$ cat config.mk
export PLATFORM = sky130hd
export DESIGN_NAME = host_frame_response_parser_unit
export DESIGN_NICKNAME = d
export VERILOG_FILES = /design/src/design/hfrp_pkg.sv /design/src/design/hfrp_check.sv /design/src/design/host_frame_response_parser_unit.sv
export SDC_FILE = /design/constraint.sdc
export NUM_CORES = 1
export LEC_CHECK = 0
export BUFFER_PORTS_ARGS = -buffer_cell sky130_fd_sc_hd__buf_2
export CAP_MARGIN = 20
export CELL_PAD_IN_SITES_DETAIL_PLACEMENT = 0
export CELL_PAD_IN_SITES_GLOBAL_PLACEMENT = 2
export CORE_MARGIN = 1
export CORE_UTILIZATION = 37
export CTS_CLUSTER_DIAMETER = 50
export DETAILED_ROUTE_END_ITERATION = 8
export GPL_TIMING_DRIVEN = 0
export PLACE_DENSITY = 0.82
export SETUP_SLACK_MARGIN = 0.4
export SLEW_MARGIN = 0
export SYNTH_ARGS = -nofsm -noshare
export SYNTH_HDL_FRONTEND = slang
export SYNTH_SLANG_ARGS = --single-unit
$ cat constraint.sdc
create_clock -name i_clk -period 6.4 [get_ports i_clk]
set_input_delay 0 -clock i_clk [delete_from_list [all_inputs] [get_ports i_clk]]
set_output_delay 0 -clock i_clk [all_outputs]
set_load 0.02 [all_outputs]
$ cat src/design/hfrp_pkg.sv
// Shared types and constants for the host frame response parser.
// Holds item kinds, marker bytes, status codes and the result record.
// No dependencies.
`default_nettype none

package hfrp_pkg;

    // input item kinds
    localparam logic [1:0] KIND_ARM     = 2'd0;
    localparam logic [1:0] KIND_BYTE    = 2'd1;
    localparam logic [1:0] KIND_TIMEOUT = 2'd2;

    // frame marker bytes
    localparam logic [7:0] DIR_BYTE  = 8'hD5;
    localparam logic [7:0] MARK_FF   = 8'hFF;
    localparam logic [7:0] MARK_ZERO = 8'h00;

    // end status codes
    localparam logic [3:0] ST_OK          = 4'd0;
    localparam logic [3:0] ST_NOT_PENDING = 4'd1;
    localparam logic [3:0] ST_BAD_HEADER  = 4'd2;
    localparam logic [3:0] ST_LEN_CSUM    = 4'd3;
    localparam logic [3:0] ST_NOT_REPLY   = 4'd4;
    localparam logic [3:0] ST_WRONG_CODE  = 4'd5;
    localparam logic [3:0] ST_LEN_SHORT   = 4'd6;
    localparam logic [3:0] ST_TOO_BIG     = 4'd7;
    localparam logic [3:0] ST_SHORT_DATA  = 4'd8;
    localparam logic [3:0] ST_SHORT_TRAIL = 4'd9;
    localparam logic [3:0] ST_DATA_CSUM   = 4'd10;
    localparam logic [3:0] ST_BAD_POST    = 4'd11;

    localparam logic [15:0] MAX_PAYLOAD_RESET = 16'd255;

    typedef struct packed {
        logic        is_end;
        logic [7:0]  payload_byte;
        logic [15:0] payload_index;
        logic [3:0]  status;
        logic [15:0] payload_length;
    } t_result;

endpackage

`default_nettype wire

$ cat src/design/hfrp_check.sv
// Frame checking state machine: holds the parse state and produces at most
// one result per processed transaction. Depends on hfrp_pkg.
`default_nettype none

module hfrp_check (
    input  wire logic            i_clk,
    input  wire logic            i_rst_n,
    input  wire logic            i_fire,
    input  wire logic [1:0]      i_kind,
    input  wire logic [7:0]      i_sent_command,
    input  wire logic [7:0]      i_rx_byte,
    input  wire logic [15:0]     i_max_payload,
    output logic                 o_res_valid,
    output hfrp_pkg::t_result    o_res
);
    import hfrp_pkg::*;

    typedef enum logic [3:0] {
        PH_IDLE, PH_PRE, PH_START1, PH_START2, PH_LEN, PH_LCS, PH_EXT_HI,
        PH_EXT_LO, PH_EXT_CS, PH_DIR, PH_CODE, PH_DATA, PH_DCS, PH_POST
    } t_phase;

    t_phase      r_phase, n_phase;
    logic [7:0]  r_expected, n_expected;
    logic [7:0]  r_length_high, n_length_high;
    logic [15:0] r_frame_length, n_frame_length;
    logic [15:0] r_bytes_seen, n_bytes_seen;
    logic [7:0]  r_running_sum, n_running_sum;

    logic        finish;
    logic [3:0]  end_status;
    logic [15:0] end_length;
    logic [15:0] plen;
    logic [15:0] seen_inc;
    logic [7:0]  sum_byte;

    assign plen     = r_frame_length - 16'd2;
    assign seen_inc = r_bytes_seen + 16'd1;
    assign sum_byte = r_running_sum + i_rx_byte;

    always_comb begin
        n_phase        = r_phase;
        n_expected     = r_expected;
        n_length_high  = r_length_high;
        n_frame_length = r_frame_length;
        n_bytes_seen   = r_bytes_seen;
        n_running_sum  = r_running_sum;
        finish         = 1'b0;
        end_status     = ST_OK;
        end_length     = 16'd0;
        o_res_valid    = 1'b0;
        o_res          = '0;

        if (i_fire) begin
            unique case (i_kind)
                KIND_ARM: begin
                    // restart for the new command, dropping any frame in flight
                    n_expected     = i_sent_command + 8'd1;
                    n_length_high  = 8'd0;
                    n_frame_length = 16'd0;
                    n_bytes_seen   = 16'd0;
                    n_running_sum  = 8'd0;
                    n_phase        = PH_PRE;
                end
                KIND_BYTE: begin
                    unique case (r_phase)
                        PH_IDLE: ;
                        PH_PRE, PH_START1: begin
                            if (i_rx_byte != MARK_ZERO) begin
                                finish     = 1'b1;
                                end_status = ST_BAD_HEADER;
                            end else begin
                                n_phase = (r_phase == PH_PRE) ? PH_START1 : PH_START2;
                            end
                        end
                        PH_START2: begin
                            if (i_rx_byte != MARK_FF) begin
                                finish     = 1'b1;
                                end_status = ST_BAD_HEADER;
                            end else begin
                                n_phase = PH_LEN;
                            end
                        end
                        PH_LEN: begin
                            n_length_high = i_rx_byte;
                            n_phase       = PH_LCS;
                        end
                        PH_LCS: begin
                            priority if (r_length_high == MARK_FF && i_rx_byte == MARK_FF) begin
                                n_phase = PH_EXT_HI;
                            end else if (r_length_high + i_rx_byte != 8'd0) begin
                                finish     = 1'b1;
                                end_status = ST_LEN_CSUM;
                            end else begin
                                n_frame_length = {8'd0, r_length_high};
                                n_phase        = PH_DIR;
                            end
                        end
                        PH_EXT_HI: begin
                            n_length_high = i_rx_byte;
                            n_phase       = PH_EXT_LO;
                        end
                        PH_EXT_LO: begin
                            n_frame_length = {r_length_high, i_rx_byte};
                            n_running_sum  = r_length_high + i_rx_byte;
                            n_phase        = PH_EXT_CS;
                        end
                        PH_EXT_CS: begin
                            if (sum_byte != 8'd0) begin
                                finish     = 1'b1;
                                end_status = ST_LEN_CSUM;
                            end else begin
                                n_phase = PH_DIR;
                            end
                        end
                        PH_DIR: begin
                            if (i_rx_byte != DIR_BYTE) begin
                                finish     = 1'b1;
                                end_status = ST_NOT_REPLY;
                            end else begin
                                n_running_sum = DIR_BYTE;
                                n_phase       = PH_CODE;
                            end
                        end
                        PH_CODE: begin
                            priority if (i_rx_byte != r_expected) begin
                                finish     = 1'b1;
                                end_status = ST_WRONG_CODE;
                            end else if (r_frame_length < 16'd2) begin
                                finish     = 1'b1;
                                end_status = ST_LEN_SHORT;
                            end else if (plen > i_max_payload) begin
                                finish     = 1'b1;
                                end_status = ST_TOO_BIG;
                            end else begin
                                n_running_sum = sum_byte;
                                n_bytes_seen  = 16'd0;
                                // empty payload goes straight to the trailer
                                n_phase = (plen == 16'd0) ? PH_DCS : PH_DATA;
                            end
                        end
                        PH_DATA: begin
                            o_res_valid         = 1'b1;
                            o_res.payload_byte  = i_rx_byte;
                            o_res.payload_index = r_bytes_seen;
                            n_running_sum       = sum_byte;
                            n_bytes_seen        = seen_inc;
                            if (seen_inc >= plen) begin
                                n_phase = PH_DCS;
                            end
                        end
                        PH_DCS: begin
                            n_running_sum = sum_byte;
                            n_phase       = PH_POST;
                        end
                        PH_POST: begin
                            finish = 1'b1;
                            priority if (r_running_sum != 8'd0) begin
                                end_status = ST_DATA_CSUM;
                            end else if (i_rx_byte != MARK_ZERO) begin
                                end_status = ST_BAD_POST;
                            end else begin
                                end_status = ST_OK;
                                end_length = plen;
                            end
                        end
                        default: n_phase = PH_IDLE;
                    endcase
                end
                KIND_TIMEOUT: begin
                    finish = 1'b1;
                    unique case (r_phase)
                        PH_IDLE:         end_status = ST_NOT_PENDING;
                        PH_DATA:         end_status = ST_SHORT_DATA;
                        PH_DCS, PH_POST: end_status = ST_SHORT_TRAIL;
                        default:         end_status = ST_BAD_HEADER;
                    endcase
                end
                default: ;
            endcase
        end

        if (finish) begin
            o_res_valid          = 1'b1;
            o_res.is_end         = 1'b1;
            o_res.status         = end_status;
            o_res.payload_length = end_length;
            n_phase              = PH_IDLE;
        end
    end

    always_ff @(posedge i_clk) begin
        if (!i_rst_n) begin
            r_phase        <= PH_IDLE;
            r_expected     <= 8'd0;
            r_length_high  <= 8'd0;
            r_frame_length <= 16'd0;
            r_bytes_seen   <= 16'd0;
            r_running_sum  <= 8'd0;
        end else begin
            r_phase        <= n_phase;
            r_expected     <= n_expected;
            r_length_high  <= n_length_high;
            r_frame_length <= n_frame_length;
            r_bytes_seen   <= n_bytes_seen;
            r_running_sum  <= n_running_sum;
        end
    end

endmodule

`default_nettype wire

$ cat src/design/host_frame_response_parser_unit.sv
// A transaction accepted into the input register passes through the check
// logic into the result register; while a result waits there and is not taken,
// the transaction is held in the input register.
// Throughput: one transaction per cycle, sustained while results are taken.
// Reset (synchronous, active low) returns the parser to idle with nothing
// pending, empties both registers and sets max_payload to 255.
`default_nettype none

module host_frame_response_parser_unit (
    input  wire logic        i_clk,
    input  wire logic        i_rst_n,
    input  wire logic        i_in_valid,
    output logic             o_in_ready,
    input  wire logic [1:0]  i_kind,
    input  wire logic [7:0]  i_sent_command,
    input  wire logic [7:0]  i_rx_byte,
    output logic             o_out_valid,
    input  wire logic        i_out_ready,
    output logic             o_is_end,
    output logic [7:0]       o_payload_byte,
    output logic [15:0]      o_payload_index,
    output logic [3:0]       o_status,
    output logic [15:0]      o_payload_length,
    input  wire logic        i_cfg_valid,
    output logic             o_cfg_ready,
    input  wire logic [15:0] i_cfg_data
);
    import hfrp_pkg::*;

    logic        r_in_valid;
    logic [1:0]  r_in_kind;
    logic [7:0]  r_in_command;
    logic [7:0]  r_in_byte;
    logic        r_out_valid;
    t_result     r_out;
    logic [15:0] r_max_payload;

    logic        fire;
    logic        res_valid;
    t_result     res;

    // advance only when the result register is free or being emptied
    assign fire        = r_in_valid && (!r_out_valid || i_out_ready);
    assign o_in_ready  = !r_in_valid || fire;
    assign o_cfg_ready = 1'b1;

    always_ff @(posedge i_clk) begin
        if (!i_rst_n) begin
            r_in_valid    <= 1'b0;
            r_max_payload <= MAX_PAYLOAD_RESET;
        end else begin
            if (i_in_valid && o_in_ready) begin
                r_in_valid <= 1'b1;
            end else if (fire) begin
                r_in_valid <= 1'b0;
            end
            if (i_cfg_valid) begin
                r_max_payload <= i_cfg_data;
            end
        end
        if (i_in_valid && o_in_ready) begin
            r_in_kind    <= i_kind;
            r_in_command <= i_sent_command;
            r_in_byte    <= i_rx_byte;
        end
    end

    hfrp_check u_check (
        .i_clk          (i_clk),
        .i_rst_n        (i_rst_n),
        .i_fire         (fire),
        .i_kind         (r_in_kind),
        .i_sent_command (r_in_command),
        .i_rx_byte      (r_in_byte),
        .i_max_payload  (r_max_payload),
        .o_res_valid    (res_valid),
        .o_res          (res)
    );

    always_ff @(posedge i_clk) begin
        if (!i_rst_n) begin
            r_out_valid <= 1'b0;
        end else if (res_valid) begin
            r_out_valid <= 1'b1;
        end else if (i_out_ready) begin
            r_out_valid <= 1'b0;
        end
        if (res_valid) begin
            r_out <= res;
        end
    end

    assign o_out_valid      = r_out_valid;
    assign o_is_end         = r_out.is_end;
    assign o_payload_byte   = r_out.payload_byte;
    assign o_payload_index  = r_out.payload_index;
    assign o_status         = r_out.status;
    assign o_payload_length = r_out.payload_length;

    // a new result never lands on one still waiting
    a_no_overwrite: assert property (@(posedge i_clk) disable iff (!i_rst_n)
        res_valid |-> (!r_out_valid || i_out_ready))
        else $error("result register overwritten");

    // payload transactions carry no status and no length
    a_payload_clean: assert property (@(posedge i_clk) disable iff (!i_rst_n)
        (r_out_valid && !r_out.is_end) |->
        (r_out.status == ST_OK && r_out.payload_length == 16'd0))
        else $error("payload result carries end fields");

    // only an ok end reports a length
    a_fail_no_length: assert property (@(posedge i_clk) disable iff (!i_rst_n)
        (r_out_valid && r_out.is_end && r_out.status != ST_OK) |->
        (r_out.payload_length == 16'd0))
        else $error("failed frame reports a length");

endmodule

`default_nettype wire
==> results of run 1 <==
cell usage in the layout (no fill, tap or decap), types with 10 or more instances in the layout:
cell type       n
buf_2          84
dlygate4sd3_1  36
clkbuf_16      17
xnor2_1        28
nand3_1        32
xor2_1         27
and3_1         38
ha_1           52
nor2_1         61
nor3_1         17
o211a_1        11
nand4_1        17
dfxtp_1        78
clkbuf_1       33
a22oi_1        10
a21oi_1        33
edfxtp_1       63
nor2b_1        32
mux2i_1        18
o31ai_1        10
o21ai_0        49
nand2_1        69
inv_1          52
final timing paths:
kind,from,end,slack [ns],depth (start not counted)
max reg2reg,u_check.r_frame_length[1]$_SDFFE_PN0P_,o_payload_index[2]$_SDFFCE_PN0P_,1.00,18
min,i_cfg_valid,r_max_payload[8]$_SDFFE_PN0P_,0.02,3
min reg2reg,r_max_payload[5]$_SDFFE_PN1P_,r_max_payload[5]$_SDFFE_PN1P_,0.49,2
max,u_check.r_frame_length[1]$_SDFFE_PN0P_,o_payload_index[2]$_SDFFCE_PN0P_,1.00,18
worst max-delay path: cells and delay by family (launching register included):
family	cells	cell delay, ns
and+or+nand+nor	8	2.00
xor gates and xnor gates	1	0.39
AOI/OAI and AO/OA	4	1.22
buffers and inverters	3	0.61
adders and majority gates	2	0.55
DFF	1	0.36
layout make-up:
class	instances	area [sq um]
multi-input cells	618	4149
fillers	2041	11340
flip-flops and latches	141	3453
clock inverters	13	140.1
well taps	275	344.1
inverters	52	195.2
repair buffers	121	808.3
clock buffers	19	442.9
plain buffers	36	146.4
registers in the layout, summed over array words and instances, names as in the netlist:
signal / cells
o_is_end: 1
o_status: 4
u_check.r_running_sum: 8
u_check.r_bytes_seen: 16
u_check.r_phase: 4
r_in_command: 8
o_payload_byte: 8
o_payload_length: 16
u_check.r_length_high: 8
r_in_kind: 2
u_check.r_frame_length: 16
o_out_valid: 1
r_in_valid: 1
o_payload_index: 16
r_max_payload: 16
r_in_byte: 8
u_check.r_expected: 8
metrics by stage:
stage,hold slack (ns),util
final,0.01845,0.4604
after global routing,0.04178,0.4604
after CTS,0.001858,0.4602
after detailed placement,0.1781,0.4153
after global placement,0.1771,0.4139
after floorplan,0.09887,-
power by group through the flow:
stage          logic [mW]  clock network [mW]  registers (mW)
6_report            0.157               0.980           0.978
2_1_floorplan      0.0858                   0           0.997
4_1_cts             0.157                1.00           0.979
3_5_place_dp        0.140                   0           0.998
3_3_place_gp        0.139                   0           0.998
5_1_grt             0.176                1.04           0.980
timing repair:
item                                    in CTS  in global routing
setup buffers                                0                  0
endpoints found under the setup margin       0                 26
hold buffers                                36                  0
resized for setup                            0                  1
endpoints found under the hold margin       35                  0
per-layer routing:
layer	part of all wire	up-vias
met5	0	-
met4	0.013	0
met3	0.033	23
met2	0.47	152
met1	0.49	3115
li1	-	3349
logic make-up (layout without fill, tap and decap cells):
group,count (synthesis),count (layout)
AND/OR/NAND/NOR,306,306
XOR/XNOR,55,55
multiplexers,18,18
AO/OA/AOI/OAI,184,184
buffers and inverters,88,241
flip-flops,141,141
other,1,1
adder cells (fa/ha/maj),54,54
==> run_results.csv, run 1 <==
group,metric,value,unit
power_and_ir_drop,p_leak,4.072,nW
grt,grt_max_degree,27,
grt,overflow,0,
worst_setup_path,cp-start-kind,"register",
timing,finalHoldViolCount,0,
synth,synthXorXnorAreaFrac,0.06070,
synth,synth_edf_count,63,
grt,globalRouteMet3Util,0.03344,
synth,yosys.area_share.simple,0.1974,
power_and_ir_drop,peakVddDrop,0.0001714,V
grt,grt_pass1_wl,34.85,mm
synth,synthFlopType,"dfxtp_1",
power_and_ir_drop,switching_power,0.5034,mW
synth,synthAdderAreaFrac,0.08703,
place,dp_slack,0.7524,ns
synth,synthCells,847,
worst_setup_path,endpoint_kind,"register",
power_and_ir_drop,power_density,218.6,nW/um^2
grt,antenna_found_initial,0,
place,io_buffers,84,
floorplanning,core,21020,sq um
floorplanning,fp.dieH,148.5,microns
place,place_congestion,0.8837,
routing,vias,6639,
status,status,"finished clean",
hold_path,min_path_type,"input pin to register",
floorplanning,die_x,148.5,microns
synth,syn_area,7936,sq um
job,drv_cap,0,
grt,grt_use_met2,0.3402,
grt,globalRouteMet1Util,0.2814,
worst_setup_path,cp_max_fo,26,
power_and_ir_drop,sw_frac_of_total,0.2379,
timing,fin_setup_tns,0,ns
finish,drive_gt1_frac,0.1280,
synth,synth_fp_nets,940,
timing,rsz0062_at_grt,"false",
synth,synth_compound_area_frac,0.1536,
timing,worstMarginPinSlew,0.9474,ns
clock_tree,cts.clk_slew.worst_paths,0.06,ns
routing,firstDrtPassIters,5,
timing,setup_slack,1.002,ns
finish,diodes,0,
synth,syn_area_per_cell,9.370,sq um
routing,viasPerCell,5.207,
place,dp_cells,1207,
place,placed_cell_area,8731,sq um
power_and_ir_drop,power.internal,1.612,mW
floorplanning,num_rows,53,
routing,ant_nets,0,
timing,drv_slew,0,
timing,period_share,0.8434,
synth,synthTopCellsByArea,"edfxtp_1, dfxtp_1, ha_1",
worst_setup_path,path_cells,"inv_1 > ha_1 > nor2b_1 > nand2_1 > or3_1 > xor2_1 > inv_1 > ha_1 > nand4_1 > nor2_1 > a221o_1 > o31ai_2 > a31o_2 > and3_1 > a211oi_2 > nor2_2 > nand2_2 > buf_16",
timing,fin_skew,0.01282,ns
timing,finalSetupViolations,0,
synth,ys_seq_area_frac,0.4351,
timing,clock.fmax,185.3,MHz
clock_tree,clock_latency,0.43,ns
grt,grt_usage,0.2079,
power_and_ir_drop,p_total,2.116,mW
worst_setup_path,cpPeakStageDelay,0.53,ns
timing,min_period,5.398,ns
synth,yosysTopAreaCellShare,0.2384,
synth,yosysTopAreaCell,"edfxtp_1",
worst_setup_path,cp.arrival,5.57,ns
clock_tree,htreeDepth,4,
grt,grt.busiest_layer,"met2",
worst_setup_path,critPathSlowestCell,"o31ai_2",
clock_tree,clock_sinks,141,
synth,synthMuxAreaShare,0.02270,
worst_setup_path,cp.required,6.57,ns
finish,final_cell_area,9679,sq um
finish,fin_cells,1275,
clock_tree,cts_tree,"done",
routing,routed_wl,21.97,mm
synth,ys_ff_latch,141,
power_and_ir_drop,pwr-share-clk,0.463,
routing,wl_per_cell,17.23,microns
floorplanning,pin_count,87,
timing,slew_headroom,0.3635,
synth,synthArstFlopShare,0,
synth,synth_most_common_cell,"dfxtp_1",
floorplanning,start_util,0.3775,
power_and_ir_drop,power_frac_seq,0.462,
clock_tree,clockBufferDepth,2,
routing,drt-initial-drc-count,492,
grt,grt_pass1_vias,6509,
synth,synth_warnings,0,
synth,ys_types,61,
finish,syn_to_final_growth,21.96,%
place,dpl.hpwl,16.32,mm
power_and_ir_drop,power_frac_comb,0.074,
clock_tree,cts-root-buf,"clkbuf_16",
synth,synth_top_family_by_area,"simple AND/OR/NAND/NOR gates",
synth,yosys-top-cells-count,"dfxtp_1, nand2_1, edfxtp_1, nor2_1",
routing,drc_errors,0,
floorplanning,die_area,22040,sq um
clock_tree,cts_buffers,17,
finish,nets,1080,
worst_setup_path,criticalPathCategory,"register to register",
Note: power is estimated with default switching activity, not from simulation.
==> run 2, diff against run 1 <==
- ABC_AREA: not set -> 1
- CORE_UTILIZATION: 37 -> 32
- PLACE_DENSITY: 0.82 -> 0.79
- clock period: 6.4 -> 4.8 ns (I/O delays scaled with it)
==> run 2 against run 1 <==
Net effect: cell count grew 27%; maximum frequency grew 34%; combinational power grew to 3.7 times the previous value; utilization shrank 6.5 points; via count grew 15%; wire length grew 17%; sequential cell count is the same; die area grew 26%; worst setup slack lost 0.22 ns; global-route usage shrank 1.8 points; first-iteration DRC count shrank 14%; power grew 53%; largest power group is now registers; highest routed layer unchanged.
==> run_results.csv, run 2 <==
group,metric,value,unit
status,status,"finished clean",
clock_tree,htreeDepth,4,
routing,drt-initial-drc-count,425,
grt,grt_pass1_wl,40.93,mm
hold_path,min_path_type,"input pin to register",
floorplanning,fp.dieH,167.0,microns
timing,setup_slack,0.7810,ns
timing,period_share,0.8373,
place,place_congestion,0.8566,
synth,syn_area,8707,sq um
power_and_ir_drop,pwr-share-clk,0.411,
place,dp_slack,0.6277,ns
timing,worstMarginPinSlew,0.9153,ns
worst_setup_path,cpPeakStageDelay,0.40,ns
routing,viasPerCell,4.726,
finish,syn_to_final_growth,21.84,%
grt,grt_max_degree,39,
power_and_ir_drop,switching_power,0.9922,mW
synth,syn_area_per_cell,7.823,sq um
worst_setup_path,rr_startpoint,"u_check.r_frame_length[1]$_SDFFE_PN0P_",
timing,fin_skew,0.01172,ns
synth,synthFlopType,"dfxtp_1",
routing,vias,7637,
synth,yosysTopAreaCell,"edfxtp_1",
finish,seqCellArea,3453,sq um
timing,drv_slew,0,
clock_tree,cts_buffers,17,
hold_path,hold_end,"r_max_payload[10]$_SDFFE_PN0P_",
finish,drive_gt1_frac,0.1741,
finish,fill_cells,2763,
synth,yosys-top-cells-count,"nand2_1, inv_1, nor2_1, a21oi_1, dfxtp_1",
power_and_ir_drop,power_frac_seq,0.410,
timing,finalHoldViolCount,0,
worst_setup_path,cp_max_fo,38,
power_and_ir_drop,sw_frac_of_total,0.3063,
synth,synth_edf_count,63,
finish,multiInputGateArea,4459,sq um
worst_setup_path,r2r_slack,0.78,ns
clock_tree,cts.clk_slew.worst_paths,0.06,ns
worst_setup_path,cp-start-kind,"register",
timing,finalHoldWorstSlack,0.1059,ns
power_and_ir_drop,power.internal,2.247,mW
routing,drc_errors,0,
floorplanning,num_rows,60,
routing,wl_per_cell,15.88,microns
finish,layout_commonest_cell,"nand2_1",
finish,fin_cells,1616,
power_and_ir_drop,peakVddDrop,0.0001534,V
job,drv_cap,0,
place,dpl.hpwl,19.56,mm
floorplanning,die_area,27870,sq um
power_and_ir_drop,p_leak,4.645,nW
finish,layout_common_cells,"nand2_1, inv_1, nor2_1",
worst_setup_path,path_cells,"inv_2 > ha_1 > nand3_2 > nor2_1 > nand3_1 > nand2_1 > inv_1 > ha_1 > a21oi_1 > o21ai_0 > nor2_1 > nand2_1 > nand2_1 > nand3_1 > nand2_1 > nand2_1 > nand2_1 > nand3_4 > nand2_4 > nand2_2 > buf_12",
synth,ys_seq_area_frac,0.3966,
place,dp_cells,1540,
timing,clock.fmax,248.8,MHz
grt,antenna_found_initial,0,
synth,ys_types,58,
timing,min_period,4.019,ns
synth,synthArstFlopShare,0,
floorplanning,core,26800,sq um
routing,firstDrtPassIters,5,
clock_tree,clockBufferDepth,2,
grt,grt_usage,0.1899,
synth,synthTopCellsByArea,"edfxtp_1, dfxtp_1, nand2_1",
worst_setup_path,r2r-end,"o_payload_byte[6]$_SDFFCE_PN0P_",
floorplanning,pin_count,87,
synth,ys_ff_latch,141,
clock_tree,cts_tree,"done",
floorplanning,die_x,167.0,microns
clock_tree,cts-root-buf,"clkbuf_16",
grt,grt_pass1_vias,7567,
finish,diodes,0,
timing,finalSetupViolations,0,
hold_path,hp-start,"i_cfg_valid",
worst_setup_path,rr_worst_depth,21,
routing,routed_wl,25.67,mm
finish,fin_util,0.3958,
worst_setup_path,cp.arrival,4.18,ns
power_and_ir_drop,power_frac_comb,0.180,
clock_tree,clock_sinks,141,
synth,synth_most_common_cell,"nand2_1",
synth,synthCells,1113,
floorplanning,start_util,0.3249,
worst_setup_path,endpoint_kind,"register",
worst_setup_path,cp_common_cell,"nand2_1",
worst_setup_path,cp.required,4.96,ns
synth,synth_fp_nets,1206,
timing,slew_headroom,0.3898,
finish,nets,1355,
worst_setup_path,criticalPathCategory,"register to register",
worst_setup_path,critPathSlowestCell,"dfxtp_1",
synth,synth_warnings,0,
grt,overflow,0,
power_and_ir_drop,power_density,305.3,nW/um^2
synth,yosysTopAreaCellShare,0.2173,
place,io_buffers,85,
clock_tree,clock_latency,0.43,ns
routing,ant_nets,0,
timing,rsz0062_at_grt,"false",
worst_setup_path,crit_start,"u_check.r_frame_length[1]$_SDFFE_PN0P_",
hold_path,holdPathStages,4,
power_and_ir_drop,p_total,3.239,mW
-- run 2: cell types whose count changed in the layout (fill, tap and decap cells not counted), sizes merged, moves of 18 or more --
cell    change
nand2     +150
inv       +124
nor2       +84
a21oi      +74
nand3      +46
and3       -38
nor2b      -32
xnor2      -22
clkbuf     -19
mux2i      -18
-- run 2: worst max-delay path, delay by kind of cell, from the launching register on --
kind                       cells  cell delay [ns]
adders and majority gates      2             0.55
DFF                            1             0.40
and+or+nand+nor               14             1.97
AOI/OAI and AO/OA              2             0.32
buffers and inverters          3             0.49
-- run 2: what timing repair did --
item                       CTS  global route
setup endpoints to repair    0            38
gates resized for setup      0             1
hold endpoints to repair    40             0
setup buffers                0             1
hold buffers                43             0
-- run 2: kinds of logic after synthesis --
family                     Yosys count  synth area share
AOI/OAI and AO/OA                  200            0.1295
xor gates and xnor gates            29           0.03176
adders and majority gates           54           0.07932
buffers and inverters              197           0.09240
DFF                                141            0.3966
other                                1         0.0004307
and+or+nand+nor                    491            0.2700
-- run 2: worst max path at each step --
stage	endpoint	slack, ns	cells after the start
after CTS	o_payload_length[11]$_SDFFCE_PP0P_	0.62	22
after floorplan	o_is_end$_DFFE_PP_	0.97	21
after detailed placement	o_payload_length[6]$_SDFFCE_PP0P_	0.63	22
after global routing	o_payload_byte[6]$_SDFFCE_PN0P_	0.41	21
final	o_payload_byte[6]$_SDFFCE_PN0P_	0.78	21
after global placement	o_payload_byte[6]$_SDFFCE_PN0P_	-0.27	21
-- run 2: through the flow --
step / area (sq um) / TNS, ns
2_1_floorplan: 8707 / 0
3_3_place_gp: 9559 / -11.93
3_5_place_dp: 9582 / 0
4_1_cts: 10590 / 0
5_1_grt: 10610 / 0
6_report: 10610 / 0
-- run 2: layout make-up --
| type | instances | area share |
|---|---|---|
| Buffer | 24 | 0.01403 |
| Clock buffer | 19 | 0.04281 |
| Clock inverter | 13 | 0.01203 |
| Inverter | 173 | 0.06180 |
| Multi-Input combinational cell | 775 | 0.4203 |
| Sequential cell | 141 | 0.3255 |
| Tap cell | 341 | 0.04022 |
| Timing Repair Buffer | 130 | 0.08326 |
-- run 2: metal layers --
layer / routed length, microns / global-route usage
met5: 0 / 0
met2: 12270 / 0.3244
met4: 302 / 0.04187
met3: 842 / 0.03375
met1: 12250 / 0.2485
-- run 2: power groups by stage --
| stage | registers, mW | logic, mW | clock network [mW] |
|---|---|---|---|
| finish | 1.33 | 0.582 | 1.33 |
| global route | 1.33 | 0.663 | 1.40 |
| CTS | 1.33 | 0.586 | 1.36 |
| detailed placement | 1.35 | 0.553 | 0 |
| global placement | 1.35 | 0.545 | 0 |
| floorplan | 1.35 | 0.380 | 0 |
